`src/rtl/dqb_pkg.sv`:
```
`timescale 1ns / 1ps
package dqb_pkg;

  localparam int MAX_LABEL_DEF = 63;
  localparam int HDR_LEN = 12;
  localparam int TAIL_LEN = 5;
  localparam int CMD_DEPTH = 2;
  localparam int OUT_DEPTH = 4;
  localparam int OUT_LW = $clog2(OUT_DEPTH) + 1;
  localparam int ADDR_W = 3;
  localparam int DATA_W = 32;

  localparam logic [7:0] DOT_CHAR = 8'h2E;

  localparam logic REG_ID_LOW_FIRST = 1'b0;
  localparam logic REG_RECURSION = 1'b1;

  typedef struct packed {
    logic header;
    logic [7:0] id_first;
    logic [7:0] id_second;
    logic rd;
    logic flush;
    logic bank;
    logic tail;
    logic overflow;
  } cmd_t;

  typedef struct packed {
    logic [7:0] byte_first;
    logic [7:0] byte_second;
    logic second_valid;
    logic run_last;
    logic packet_end;
    logic label_overflow;
  } result_t;

  typedef struct packed {
    logic valid;
    logic bank;
  } rel_t;

  typedef struct packed {
    logic from_mem;
    logic [7:0] value;
  } byte_src_t;

  function automatic logic [7:0] hdr_byte(input logic [3:0] idx, input logic [7:0] id_first,
                                          input logic [7:0] id_second, input logic rd);
    logic [7:0] b;
    case (idx)
      4'd0: b = id_first;
      4'd1: b = id_second;
      4'd2: b = {7'b0, rd};
      4'd5: b = 8'h01;
      default: b = 8'h00;
    endcase
    return b;
  endfunction

  function automatic logic [7:0] tail_byte(input logic [2:0] idx);
    logic [7:0] b;
    case (idx)
      3'd2, 3'd4: b = 8'h01;
      default: b = 8'h00;
    endcase
    return b;
  endfunction

endpackage

```
`src/rtl/dqb_fifo.sv`:
```
`timescale 1ns / 1ps
module dqb_fifo #(
  parameter int WIDTH = 8,
  parameter int DEPTH = 4
) (
  input  logic clk,
  input  logic rst,
  input  logic wr_en,
  input  logic [WIDTH-1:0] wr_data,
  input  logic rd_en,
  output logic [WIDTH-1:0] rd_data,
  output logic full,
  output logic empty,
  output logic [$clog2(DEPTH):0] level
);
  localparam int AW = $clog2(DEPTH);

  logic [WIDTH-1:0] store [DEPTH];
  logic [AW-1:0] wptr;
  logic [AW-1:0] rptr;
  logic do_wr;
  logic do_rd;

  assign full = level == (AW + 1)'(DEPTH);
  assign empty = level == '0;
  assign do_wr = wr_en && !full;
  assign do_rd = rd_en && !empty;
  assign rd_data = store[rptr];

  always_ff @(posedge clk) begin
    if (do_wr) begin
      store[wptr] <= wr_data;
    end
  end

  always_ff @(posedge clk) begin
    if (rst) begin
      wptr <= '0;
      rptr <= '0;
      level <= '0;
    end else begin
      if (do_wr) begin
        wptr <= wptr + AW'(1);
      end
      if (do_rd) begin
        rptr <= rptr + AW'(1);
      end
      if (do_wr && !do_rd) begin
        level <= level + (AW + 1)'(1);
      end else if (do_rd && !do_wr) begin
        level <= level - (AW + 1)'(1);
      end
    end
  end
endmodule

```
`src/rtl/dqb_front.sv`:
```
`timescale 1ns / 1ps
module dqb_front #(
  parameter int MAX_LABEL = dqb_pkg::MAX_LABEL_DEF,
  parameter int LW = $clog2(MAX_LABEL + 1)
) (
  input  logic clk,
  input  logic rst,
  input  logic push,
  input  logic [7:0] name_char,
  input  logic name_last,
  output logic full,
  input  logic id_low_first,
  input  logic recursion_desired,
  input  logic cmd_full,
  output logic cmd_push,
  output dqb_pkg::cmd_t cmd,
  output logic [LW-1:0] cmd_len,
  output logic mem_we,
  output logic [LW:0] mem_waddr,
  output logic [7:0] mem_wdata,
  input  dqb_pkg::rel_t release_bank
);
  import dqb_pkg::*;

  logic packet_open;
  logic [LW-1:0] label_length;
  logic overflow_seen;
  logic [15:0] query_id;
  logic cur_bank;
  logic [1:0] busy;

  logic accept;
  logic is_dot;
  logic [LW-1:0] len0;
  logic [LW-1:0] len1;
  logic ov0;
  logic ov1;
  logic store_char;
  logic flush;
  logic [15:0] id_next;

  assign full = cmd_full || busy[cur_bank];
  assign accept = push && !full;

  always_comb begin
    is_dot = name_char == DOT_CHAR;
    len0 = packet_open ? label_length : '0;
    ov0 = packet_open && overflow_seen;
    id_next = query_id + 16'd1;
    store_char = !is_dot && (len0 < LW'(MAX_LABEL));
    len1 = store_char ? len0 + LW'(1) : len0;
    ov1 = ov0 || (!is_dot && !store_char);
    flush = (is_dot || name_last) && (len1 != '0);

    cmd.header = !packet_open;
    cmd.id_first = id_low_first ? id_next[7:0] : id_next[15:8];
    cmd.id_second = id_low_first ? id_next[15:8] : id_next[7:0];
    cmd.rd = recursion_desired;
    cmd.flush = flush;
    cmd.bank = cur_bank;
    cmd.tail = name_last;
    cmd.overflow = ov1;
    cmd_len = len1;
    cmd_push = accept && (!packet_open || flush || name_last);

    mem_we = accept && store_char;
    mem_waddr = {cur_bank, len0};
    mem_wdata = name_char;
  end

  always_ff @(posedge clk) begin
    if (rst) begin
      packet_open <= 1'b0;
      label_length <= '0;
      overflow_seen <= 1'b0;
      query_id <= '0;
      cur_bank <= 1'b0;
      busy <= '0;
    end else begin
      if (release_bank.valid) begin
        busy[release_bank.bank] <= 1'b0;
      end
      if (accept) begin
        packet_open <= !name_last;
        label_length <= flush ? '0 : len1;
        overflow_seen <= ov1;
        if (!packet_open) begin
          query_id <= id_next;
        end
        if (flush) begin
          cur_bank <= ~cur_bank;
          busy[cur_bank] <= 1'b1;
        end
      end
    end
  end
endmodule

```
`src/rtl/dqb_back.sv`:
```
`timescale 1ns / 1ps
module dqb_back #(
  parameter int MAX_LABEL = dqb_pkg::MAX_LABEL_DEF,
  parameter int LW = $clog2(MAX_LABEL + 1),
  parameter int PW = $clog2(MAX_LABEL + 19)
) (
  input  logic clk,
  input  logic rst,
  input  logic cmd_valid,
  input  dqb_pkg::cmd_t cmd,
  input  logic [LW-1:0] cmd_len,
  output logic cmd_pop,
  input  logic mem_we,
  input  logic [LW:0] mem_waddr,
  input  logic [7:0] mem_wdata,
  output dqb_pkg::rel_t release_bank,
  input  logic [dqb_pkg::OUT_LW-1:0] out_level,
  output logic out_push,
  output dqb_pkg::result_t out_data
);
  import dqb_pkg::*;

  localparam int MEM_DEPTH = 2 ** (LW + 1);

  logic [7:0] label_mem [MEM_DEPTH];

  logic [PW-1:0] pos;
  logic [PW-1:0] pos1;
  logic [PW-1:0] hl;
  logic [PW-1:0] fl;
  logic [PW-1:0] total;
  logic [LW-1:0] addr0;
  logic [LW-1:0] addr1;
  byte_src_t src0;
  byte_src_t src1;
  logic two;
  logic fin;
  logic issue;
  logic [OUT_LW:0] occ;

  logic s2_valid;
  byte_src_t s2_src0;
  byte_src_t s2_src1;
  logic s2_two;
  logic s2_run_last;
  logic s2_packet_end;
  logic s2_overflow;
  logic [7:0] rd0;
  logic [7:0] rd1;

  function automatic byte_src_t pick(input logic [PW-1:0] p_pos, input logic [PW-1:0] p_hl,
                                     input logic [PW-1:0] p_fl, input cmd_t p_cmd,
                                     input logic [LW-1:0] p_len);
    byte_src_t s;
    logic [PW-1:0] p;
    logic [PW-1:0] q;
    p = p_pos - p_hl;
    q = p - p_fl;
    s.from_mem = 1'b0;
    s.value = 8'h00;
    if (p_pos < p_hl) begin
      s.value = hdr_byte(p_pos[3:0], p_cmd.id_first, p_cmd.id_second, p_cmd.rd);
    end else if (p < p_fl) begin
      if (p == '0) begin
        s.value = 8'(p_len);
      end else begin
        s.from_mem = 1'b1;
      end
    end else begin
      s.value = tail_byte(q[2:0]);
    end
    return s;
  endfunction

  always_comb begin
    hl = cmd.header ? PW'(HDR_LEN) : '0;
    fl = cmd.flush ? PW'(cmd_len) + PW'(1) : '0;
    total = hl + fl + (cmd.tail ? PW'(TAIL_LEN) : '0);
    pos1 = pos + PW'(1);
    addr0 = LW'(pos - hl - PW'(1));
    addr1 = LW'(pos1 - hl - PW'(1));
    src0 = pick(pos, hl, fl, cmd, cmd_len);
    src1 = pick(pos1, hl, fl, cmd, cmd_len);
    two = pos1 < total;
    fin = ({1'b0, pos} + (PW + 1)'(2)) >= {1'b0, total};
    occ = {1'b0, out_level} + {{OUT_LW{1'b0}}, s2_valid};
    issue = cmd_valid && (occ < (OUT_LW + 1)'(OUT_DEPTH));
    cmd_pop = issue && fin;
    release_bank.valid = issue && fin && cmd.flush;
    release_bank.bank = cmd.bank;
  end

  always_ff @(posedge clk) begin
    if (mem_we) begin
      label_mem[mem_waddr] <= mem_wdata;
    end
    if (issue) begin
      rd0 <= label_mem[{cmd.bank, addr0}];
      rd1 <= label_mem[{cmd.bank, addr1}];
    end
  end

  always_ff @(posedge clk) begin
    if (issue) begin
      s2_src0 <= src0;
      s2_src1 <= src1;
      s2_two <= two;
      s2_run_last <= fin;
      s2_packet_end <= fin && cmd.tail;
      s2_overflow <= cmd.overflow;
    end
  end

  always_ff @(posedge clk) begin
    if (rst) begin
      pos <= '0;
      s2_valid <= 1'b0;
    end else begin
      s2_valid <= issue;
      if (issue) begin
        pos <= fin ? '0 : pos + PW'(2);
      end
    end
  end

  always_comb begin
    out_push = s2_valid;
    out_data.byte_first = s2_src0.from_mem ? rd0 : s2_src0.value;
    out_data.byte_second = s2_two ? (s2_src1.from_mem ? rd1 : s2_src1.value) : 8'h00;
    out_data.second_valid = s2_two;
    out_data.run_last = s2_run_last;
    out_data.packet_end = s2_packet_end;
    out_data.label_overflow = s2_overflow;
  end
endmodule

```
`src/rtl/dns_query_builder.sv`:
```
// An item's first result passes the command queue, a back register stage and the result queue.
// A character that only extends a label is taken every cycle unless full; the back sequencer
// emits two packet bytes per cycle while the result queue has room; up to 41 results per item.
// The label buffer has two banks; input stalls while the bank to be filled still drains.
// Reset is synchronous: queues empty, query id zero, both configuration bits one.
// The label buffer needs no clearing after reset.
`timescale 1ns / 1ps
module dns_query_builder #(
  parameter int MAX_LABEL = dqb_pkg::MAX_LABEL_DEF
) (
  input  logic clk,
  input  logic rst,
  input  logic push,
  output logic full,
  input  logic [7:0] name_char,
  input  logic name_last,
  output logic empty,
  input  logic pop,
  output logic [7:0] byte_first,
  output logic [7:0] byte_second,
  output logic second_valid,
  output logic run_last,
  output logic packet_end,
  output logic label_overflow,
  input  logic psel,
  input  logic penable,
  input  logic pwrite,
  input  logic [dqb_pkg::ADDR_W-1:0] paddr,
  input  logic [dqb_pkg::DATA_W-1:0] pwdata,
  output logic [dqb_pkg::DATA_W-1:0] prdata,
  output logic pready
);
  import dqb_pkg::*;

  localparam int LW = $clog2(MAX_LABEL + 1);
  localparam int PW = $clog2(MAX_LABEL + 19);
  localparam int CMD_W = $bits(cmd_t);
  localparam int RES_W = $bits(result_t);

  logic id_low_first;
  logic recursion_desired;

  cmd_t front_cmd;
  logic [LW-1:0] front_len;
  logic front_push;
  logic cmd_full;
  logic cmd_empty;
  logic [CMD_W+LW-1:0] cmd_q;
  logic back_pop;
  logic mem_we;
  logic [LW:0] mem_waddr;
  logic [7:0] mem_wdata;
  rel_t release_bank;
  logic [OUT_LW-1:0] out_level;
  logic out_push;
  result_t out_wdata;
  logic [RES_W-1:0] out_rdata;
  result_t res;

  assign pready = 1'b1;

  always_ff @(posedge clk) begin
    if (rst) begin
      id_low_first <= 1'b1;
      recursion_desired <= 1'b1;
    end else if (psel && penable && pwrite) begin
      unique case (paddr[2])
        REG_ID_LOW_FIRST: id_low_first <= pwdata[0];
        REG_RECURSION: recursion_desired <= pwdata[0];
      endcase
    end
  end

  always_comb begin
    unique case (paddr[2])
      REG_ID_LOW_FIRST: prdata = {{(DATA_W - 1){1'b0}}, id_low_first};
      REG_RECURSION: prdata = {{(DATA_W - 1){1'b0}}, recursion_desired};
    endcase
  end

  dqb_front #(
    .MAX_LABEL(MAX_LABEL),
    .LW(LW)
  ) u_front (
    .clk(clk),
    .rst(rst),
    .push(push),
    .name_char(name_char),
    .name_last(name_last),
    .full(full),
    .id_low_first(id_low_first),
    .recursion_desired(recursion_desired),
    .cmd_full(cmd_full),
    .cmd_push(front_push),
    .cmd(front_cmd),
    .cmd_len(front_len),
    .mem_we(mem_we),
    .mem_waddr(mem_waddr),
    .mem_wdata(mem_wdata),
    .release_bank(release_bank)
  );

  dqb_fifo #(
    .WIDTH(CMD_W + LW),
    .DEPTH(CMD_DEPTH)
  ) u_cmd_fifo (
    .clk(clk),
    .rst(rst),
    .wr_en(front_push),
    .wr_data({front_len, front_cmd}),
    .rd_en(back_pop),
    .rd_data(cmd_q),
    .full(cmd_full),
    .empty(cmd_empty),
    .level()
  );

  dqb_back #(
    .MAX_LABEL(MAX_LABEL),
    .LW(LW),
    .PW(PW)
  ) u_back (
    .clk(clk),
    .rst(rst),
    .cmd_valid(!cmd_empty),
    .cmd(cmd_t'(cmd_q[CMD_W-1:0])),
    .cmd_len(cmd_q[CMD_W+LW-1:CMD_W]),
    .cmd_pop(back_pop),
    .mem_we(mem_we),
    .mem_waddr(mem_waddr),
    .mem_wdata(mem_wdata),
    .release_bank(release_bank),
    .out_level(out_level),
    .out_push(out_push),
    .out_data(out_wdata)
  );

  dqb_fifo #(
    .WIDTH(RES_W),
    .DEPTH(OUT_DEPTH)
  ) u_out_fifo (
    .clk(clk),
    .rst(rst),
    .wr_en(out_push),
    .wr_data(out_wdata),
    .rd_en(pop),
    .rd_data(out_rdata),
    .full(),
    .empty(empty),
    .level(out_level)
  );

  always_comb begin
    res = result_t'(out_rdata);
    byte_first = res.byte_first;
    byte_second = res.byte_second;
    second_valid = res.second_valid;
    run_last = res.run_last;
    packet_end = res.packet_end;
    label_overflow = res.label_overflow;
  end
endmodule

```
`config.mk`:
```
export PLATFORM = sky130hd
export DESIGN_NAME = dns_query_builder
export DESIGN_NICKNAME = d
export VERILOG_FILES = /design/src/rtl/dqb_pkg.sv /design/src/rtl/dqb_fifo.sv /design/src/rtl/dqb_front.sv /design/src/rtl/dqb_back.sv /design/src/rtl/dns_query_builder.sv
export SDC_FILE = /design/constraint.sdc
export NUM_CORES = 1
export LEC_CHECK = 0
export ABC_AREA = 1
export ABC_CLOCK_PERIOD_IN_PS = 10340
export BUFFER_PORTS_ARGS = -buffer_cell sky130_fd_sc_hd__buf_2
export CORE_MARGIN = 2
export CORE_UTILIZATION = 50
export CTS_CLUSTER_DIAMETER = 100
export DETAILED_ROUTE_END_ITERATION = 6
export PLACE_DENSITY = 0.66
export SYNTH_ARGS = -nofsm -noshare
export SYNTH_HDL_FRONTEND = slang
export SYNTH_SLANG_ARGS = --single-unit
```
`constraint.sdc`:
```
create_clock -name clk -period 10.34 [get_ports clk]
set_clock_uncertainty 0.1 [all_clocks]
set_input_delay 2.068 -clock clk [delete_from_list [all_inputs] [get_ports clk]]
set_output_delay 2.068 -clock clk [all_outputs]
set_load 0.005 [all_outputs]
```
* Word level (Yosys, flattened, before mapping)
Memories as Yosys holds them, arrays and structs flattened. A register that Yosys moved wholly into a read port is not among the register bits.
Cells that the tools add are included.
** Storage, ports and cells
- Register bits :: 70
- Memory bits (writable) :: 1160
- Input port bits :: 51
- Output and inout port bits :: 55
- Word-level logic and storage cells :: 190
- Memories :: 3
** Cells by class
- $add $sub $neg :: 23
- Magnitude comparators :: 12
- Eq/ne operators :: 13
- Muxes and demuxes :: 49
- Bitwise operators :: 8
- Reduce and logical (&&, ||, !) cells :: 58
** Memories
- u_back.label_mem :: words 128, width 8, rd ports 2, clocked after Yosys merged registers in 2, write ports 1, line dqb_back.sv:25 : logic [7:0] label_mem [MEM_DEPTH];
- u_out_fifo.store :: words 4, width 20, rd ports 1, clocked after Yosys merged registers in 1, write ports 1, line dqb_fifo.sv:18 : logic [WIDTH-1:0] store [DEPTH];
- u_cmd_fifo.store :: words 2, width 28, rd ports 1, clocked after Yosys merged registers in 1, write ports 1, line dqb_fifo.sv:18
** Operator list (number)
- 2-to-1 mux 8 bit :: 9
- one-hot mux 32 bit (2 select lines) :: 1
- one-hot mux 8 bit (4 select lines) :: 2
- < comparator 7 bit :: 5
- 2-to-1 mux 6 bit :: 5
- logical AND 1 bit :: 23
- adder 16 x 1 -> 16 bit, second input constant :: 1
- 2-to-1 mux 1 bit :: 16
- 2-to-1 mux 2 bit :: 8
- zero test 7 bit :: 2
- 2-to-1 mux 7 bit :: 2
- subtractor 7 x 4 -> 7 bit :: 2
- zero test 1 bit :: 13
- subtractor 6 x 1 -> 6 bit, second input constant :: 2
- equality test 3 bit, second input constant :: 3
- 2-to-1 mux 3 bit :: 3
- adder 7 x 2 -> 8 bit, second input constant :: 1
- equality test 4 x 1 -> 1 bit, second input constant :: 2
- equality test 4 x 2 -> 1 bit, second input constant :: 2
- equality test 4 x 3 -> 1 bit, second input constant :: 2
- equality test 8 x 6 -> 1 bit, second input constant :: 1
- >= comparator 8 x 7 -> 1 bit :: 1
- zero test 4 bit :: 2
- AND reduction 2 bit :: 4
- 31 further kinds :: 51

* Depth between registers and ports, before layout
- Depth after elaboration :: 14
- Depth in mapped cells :: 27
- Depth with buffers taken out :: 27

* By module
Synthesis repeated with hierarchy kept, for this count alone.
** Unflattened totals
- Cell total of the unflattened synthesis :: 4066
- Area, all modules :: 51993.6 um^2
** By module, submodules not included
- dqb_back :: instances 1, cells each 3315, area each 43833.3 um^2, sequential area each 32030.7 um^2
- dqb_fifo at u_out_fifo :: instances 1, cells each 264, area each 3432.0 um^2, sequential area each 2582.5 um^2
- dqb_fifo at u_cmd_fifo :: instances 1, cells each 124, area each 2373.5 um^2, sequential area each 1781.7 um^2
- dqb_front :: instances 1, cells each 310, area each 1990.7 um^2, sequential area each 540.5 um^2
- dns_query_builder :: instances 1, cells each 53, area each 364.1 um^2, sequential area each 40.0 um^2

* Worst setup path before layout
Ideal clock, no wire load.
- Kind :: input port to flip-flop
- Start :: in name_char[7]
- End :: mem u_cmd_fifo.store[0][0] in the netlist's numbering (enable)
- Library setup time :: 0.413 ns
- Data arrival time :: 4.498 ns
- Slack :: 5.329 ns
- Cell stages on the path :: 13
- Buffers on the path :: 0
- Cell sequence :: nor4_1 -> nand4_1 -> nand2_4 -> inv_2 -> nand2_1 -> nand2_1 -> nand2_2 -> nor2_2 -> nand2_2 -> nand2_4 -> nand2_4 -> nand2_1 -> nor2_1
** On the way
- Cells in the longest elaborated chain, start to end :: 12
- Elaborated cells on any way between the ends :: 13
- Those cells by class :: eq/ne: 1; mux: 3; reduce/logical: 9
** Ends and longest elaborated chain
- start, declared :: line dns_query_builder.sv:15 : input logic [7:0] name_char,
- equality test 8 x 6 -> 1 bit :: line dqb_front.sv:46 : is_dot = name_char == DOT_CHAR;
- zero test 1 bit :: line dqb_front.sv:50 : store_char = !is_dot && (len0 < LW'(MAX_LABEL));
- logical AND 1 bit :: line dqb_front.sv:50
- 2-to-1 mux 6 bit :: line dqb_front.sv:51 : len1 = store_char ? len0 + LW'(1) : len0;
- net front_len[4] :: line dns_query_builder.sv:44 : logic [LW-1:0] front_len;
- nonzero test 6 bit :: line dqb_front.sv:53 : flush = (is_dot || name_last) && (len1 != '0);
- logical AND 1 bit :: line dqb_front.sv:53
- logical OR 1 bit (2 in a row) :: line dqb_front.sv:64 : cmd_push = accept && (!packet_open || flush || name_last);
- logical AND 1 bit :: line dqb_front.sv:64
- logical AND 1 bit :: line dqb_fifo.sv:26 : assign do_wr = wr_en && !full;
- 2-to-1 mux 1 bit :: line dqb_fifo.sv:31 : if (do_wr) begin
- 2-to-1 mux 1 bit (implied by the code) :: line dqb_fifo.sv:32 : store[wptr] <= wr_data;
- end, declared :: line dqb_fifo.sv:18
The timed path passes the listed nets, and every way through them passes these cells.

==> results.sh <==
export IMPL_slew_headroom_pct=20.32
export IMPL_synth_edf_count=1198
export IMPL_avgSynthCellArea_um2=13.01
export IMPL_hold_viol=0
export IMPL_grt_overflow=0
export IMPL_max_freq_mhz=172.6
export IMPL_fin_crit_sh_pct=56.04
export IMPL_setup_viol=0
export IMPL_final_common_cell="edfxtp_1"
export IMPL_viasPerCell=5.935
export IMPL_layout_nets=4021
export IMPL_first_iter_violations=3625
export IMPL_area_delta_synth_final_pct=9.732
export IMPL_reg2reg_to="u_back.rd0[0]$_DFFE_PP_"
export IMPL_fp_dieH_um=325.0
export IMPL_required_ns=10.67
export IMPL_hold_depth=2
export IMPL_cts_tree="done"
export IMPL_ant_nets=0
export IMPL_die_x_um=325.0
export IMPL_synthCells=3961
export IMPL_cts_root_buffer="clkbuf_16"
export IMPL_wl_mm=125.6
export IMPL_reg2reg_slack_ns=4.55
export IMPL_postCtsSetupBuffers=0
export IMPL_dr_pass1_iters=6
export IMPL_hold_buffers=0
export IMPL_place_congestion=0.8634
export IMPL_grt_setup_unrepaired="no"
export IMPL_seq_area_frac_synth_pct=71.75
export IMPL_grt_pass1_vias=30471
export IMPL_synth_ff_type="edfxtp_1"
export IMPL_final_cell_mix="edfxtp_1, nor2_1, o21ai_0, nand2_1, o221ai_1"
export IMPL_leakagePower_nw=18.29
export IMPL_clock_path_buffers=3
export IMPL_drv_cap=0
export IMPL_rows=117
export IMPL_min_path_type="flop to flop"
export IMPL_wl_per_cell_um=23.30
export IMPL_rr_worst_depth=15
export IMPL_power_density_nw_per_um2=287.3
export IMPL_end_kind="flop"
export IMPL_crit_path_start_kind="flop"
export IMPL_arrival_ns=6.13
export IMPL_finalCriticalPeriod_ns=5.795
export IMPL_grt_max_degree=206
export IMPL_coreArea_um2=102000
export IMPL_drc=0
export IMPL_synth_seq_cells=1248
export IMPL_antenna_found_initial=4
export IMPL_grtUsageTotal_pct=23.27
export IMPL_worstMarginPinSlew_ns=1.194
export IMPL_ys_warnings_count=0
export IMPL_status="completed"
export IMPL_fillers=8226
export IMPL_tns_ns=0
export IMPL_crit_type="flop to flop"
export IMPL_h_tree_depth=3
export IMPL_syn_cell_area_um2=51530
export IMPL_start_util_pct=50.50
export IMPL_min_delay_start="u_front.busy[1]$_SDFF_PP0_"
export IMPL_drive_gt1_share_pct=8.824
export IMPL_die_area_um2=105600
export IMPL_placed_area_um2=52730
export IMPL_holdPathEnd="u_front.busy[1]$_SDFF_PP0_"
export IMPL_io_pins=106
export IMPL_cts_clk_slew_worst_paths_ns=0.06
export IMPL_yosysUniqueCellTypes=54
export IMPL_async_reset_ff_share_pct=0
export IMPL_clk_insertion_delay_late_ns=0.71
export IMPL_cts_resized=0
export IMPL_cts_buffers=121
export IMPL_max_vdd_ir_drop_uv=275.0
export IMPL_slew_viol_final=0
export IMPL_final_area_um2=56550
export IMPL_port_buffers=40
export IMPL_cts_sinks=1248
export IMPL_critPathMaxFanout=55
export IMPL_grt_pass1_wl_mm=187.9
export IMPL_vias=32001
export IMPL_dp_hpwl_mm=72.45
==> final cells by class <==
cell class                      instances  area, um^2  share of cell area (%)
Tap cell                             1368        1712                   3.027
Timing Repair Buffer                   88       618.1                   1.093
Sequential cell                      1248       36980                   65.40
Clock buffer                          150        3167                   5.600
Clock inverter                         76       650.6                   1.151
Antenna cell                            1       2.502                0.004425
Multi-Input combinational cell       2314       12850                   22.73
Inverter                              147       565.5                   1.000
==> routing by layer <==
metal	global-route usage, %	part of all wire, %	vias up
li1	-	-	14610
met1	32.43	42	15941
met2	37.50	48	1244
met3	3.604	7.3	200
met4	7.951	3.0	6
met5	0	0.032	-
==> registers in the layout, indices dropped and copies added, names as in the netlist, 3 cells and up, named ones only <==
register,flops
u_back.label_mem,1024
u_back.rd0,8
u_front.label_length,6
u_out_fifo.store,80
u_back.pos,6
u_back.rd1,8
u_back.s2_src0,9
u_out_fifo.level,3
u_back.s2_src1,9
u_cmd_fifo.store,56
u_front.query_id,16
==> critical path: stages (launching register included) <==
cell      delay [ns]
dfxtp_1         0.32
buf_4           0.26
o21ai_0         0.61
inv_1           0.33
ha_1            0.27
inv_1           0.08
fa_1            0.56
xnor2_2         0.20
buf_4           0.26
inv_2           0.78
buf_4           0.69
o221ai_1        0.26
o211ai_1        0.18
nand3_1         0.22
nand3_1         0.23
nand2_1         0.08
==> power by group <==
group	switching, mW	leakage (nW)	total (mW)	internal [mW]
Sequential	0.144	11.2	6.08	5.94
Clock	1.86	1.88	4.28	2.41
Combinational	4.18	5.19	5.89	1.71
==> per-stage QoR <==
stage / hold slack [ns] / total power [mW] / setup WS (ns) / cells / utilization (%)
floorplan: 0.3362 / 9.967 / 5.329 / 3992 / -
detailed placement: 0.3524 / 11.98 / 4.141 / 5165 / 51.67
finish: 0.3623 / 16.25 / 4.545 / 5392 / 55.42
global placement: 0.3500 / 11.90 / 4.185 / 5165 / 51.67
global route: 0.3984 / 17.00 / 4.329 / 5392 / 55.42
CTS: 0.3620 / 16.24 / 4.582 / 5391 / 55.42
==> cell usage after synthesis, types with 8 or more instances <==
master,count,share of area [%]
edfxtp_1,1198,70
nor2_1,775,5.6
o21ai_0,510,5.0
clkbuf_1,173,1.3
nand2_1,160,1.2
o221ai_1,152,2.6
nand3_1,135,1.3
inv_1,133,0.97
o211ai_1,93,1.4
mux2i_1,79,1.5
o22ai_1,71,0.86
buf_2,58,0.56
o32ai_1,55,0.93
a21oi_1,52,0.51
dfxtp_1,50,1.9
ha_1,44,1.1
buf_4,43,0.63
xor2_1,19,0.32
nor3_1,16,0.16
nand4_1,14,0.17
nand2_2,12,0.15
nand3_2,11,0.21
inv_2,10,0.073
mux2_2,9,0.20
o21ai_1,9,0.087
nand2_4,8,0.17
xnor2_1,8,0.14
==> cells by family after synthesis <==
family                   after synthesis  synth area share (%)
other                                  2               0.01457
adder cells (fa/ha/maj)               51                 1.323
AND/OR/NAND/NOR                     1149                 9.292
multiplexers                          88                 1.731
buffers and inverters                430                 3.654
flip-flops                          1248                 71.75
XOR/XNOR                              30                0.5973
AO/OA/AOI/OAI                        963                 11.63
==> how the worst max path moves through the flow <==
stage                     slack (ns)  cells after the start                           endpoint
after floorplan                 5.33                     13   u_cmd_fifo.store[0][0]$_DFFE_PP_
after global placement          4.19                     13  u_cmd_fifo.store[1][12]$_DFFE_PP_
after detailed placement        4.14                     13  u_cmd_fifo.store[1][12]$_DFFE_PP_
after CTS                       4.58                     15            u_back.rd0[0]$_DFFE_PP_
after global routing            4.33                     15            u_back.rd0[7]$_DFFE_PP_
final                           4.55                     15            u_back.rd0[0]$_DFFE_PP_
Note: power is estimated with default switching activity, not from simulation.
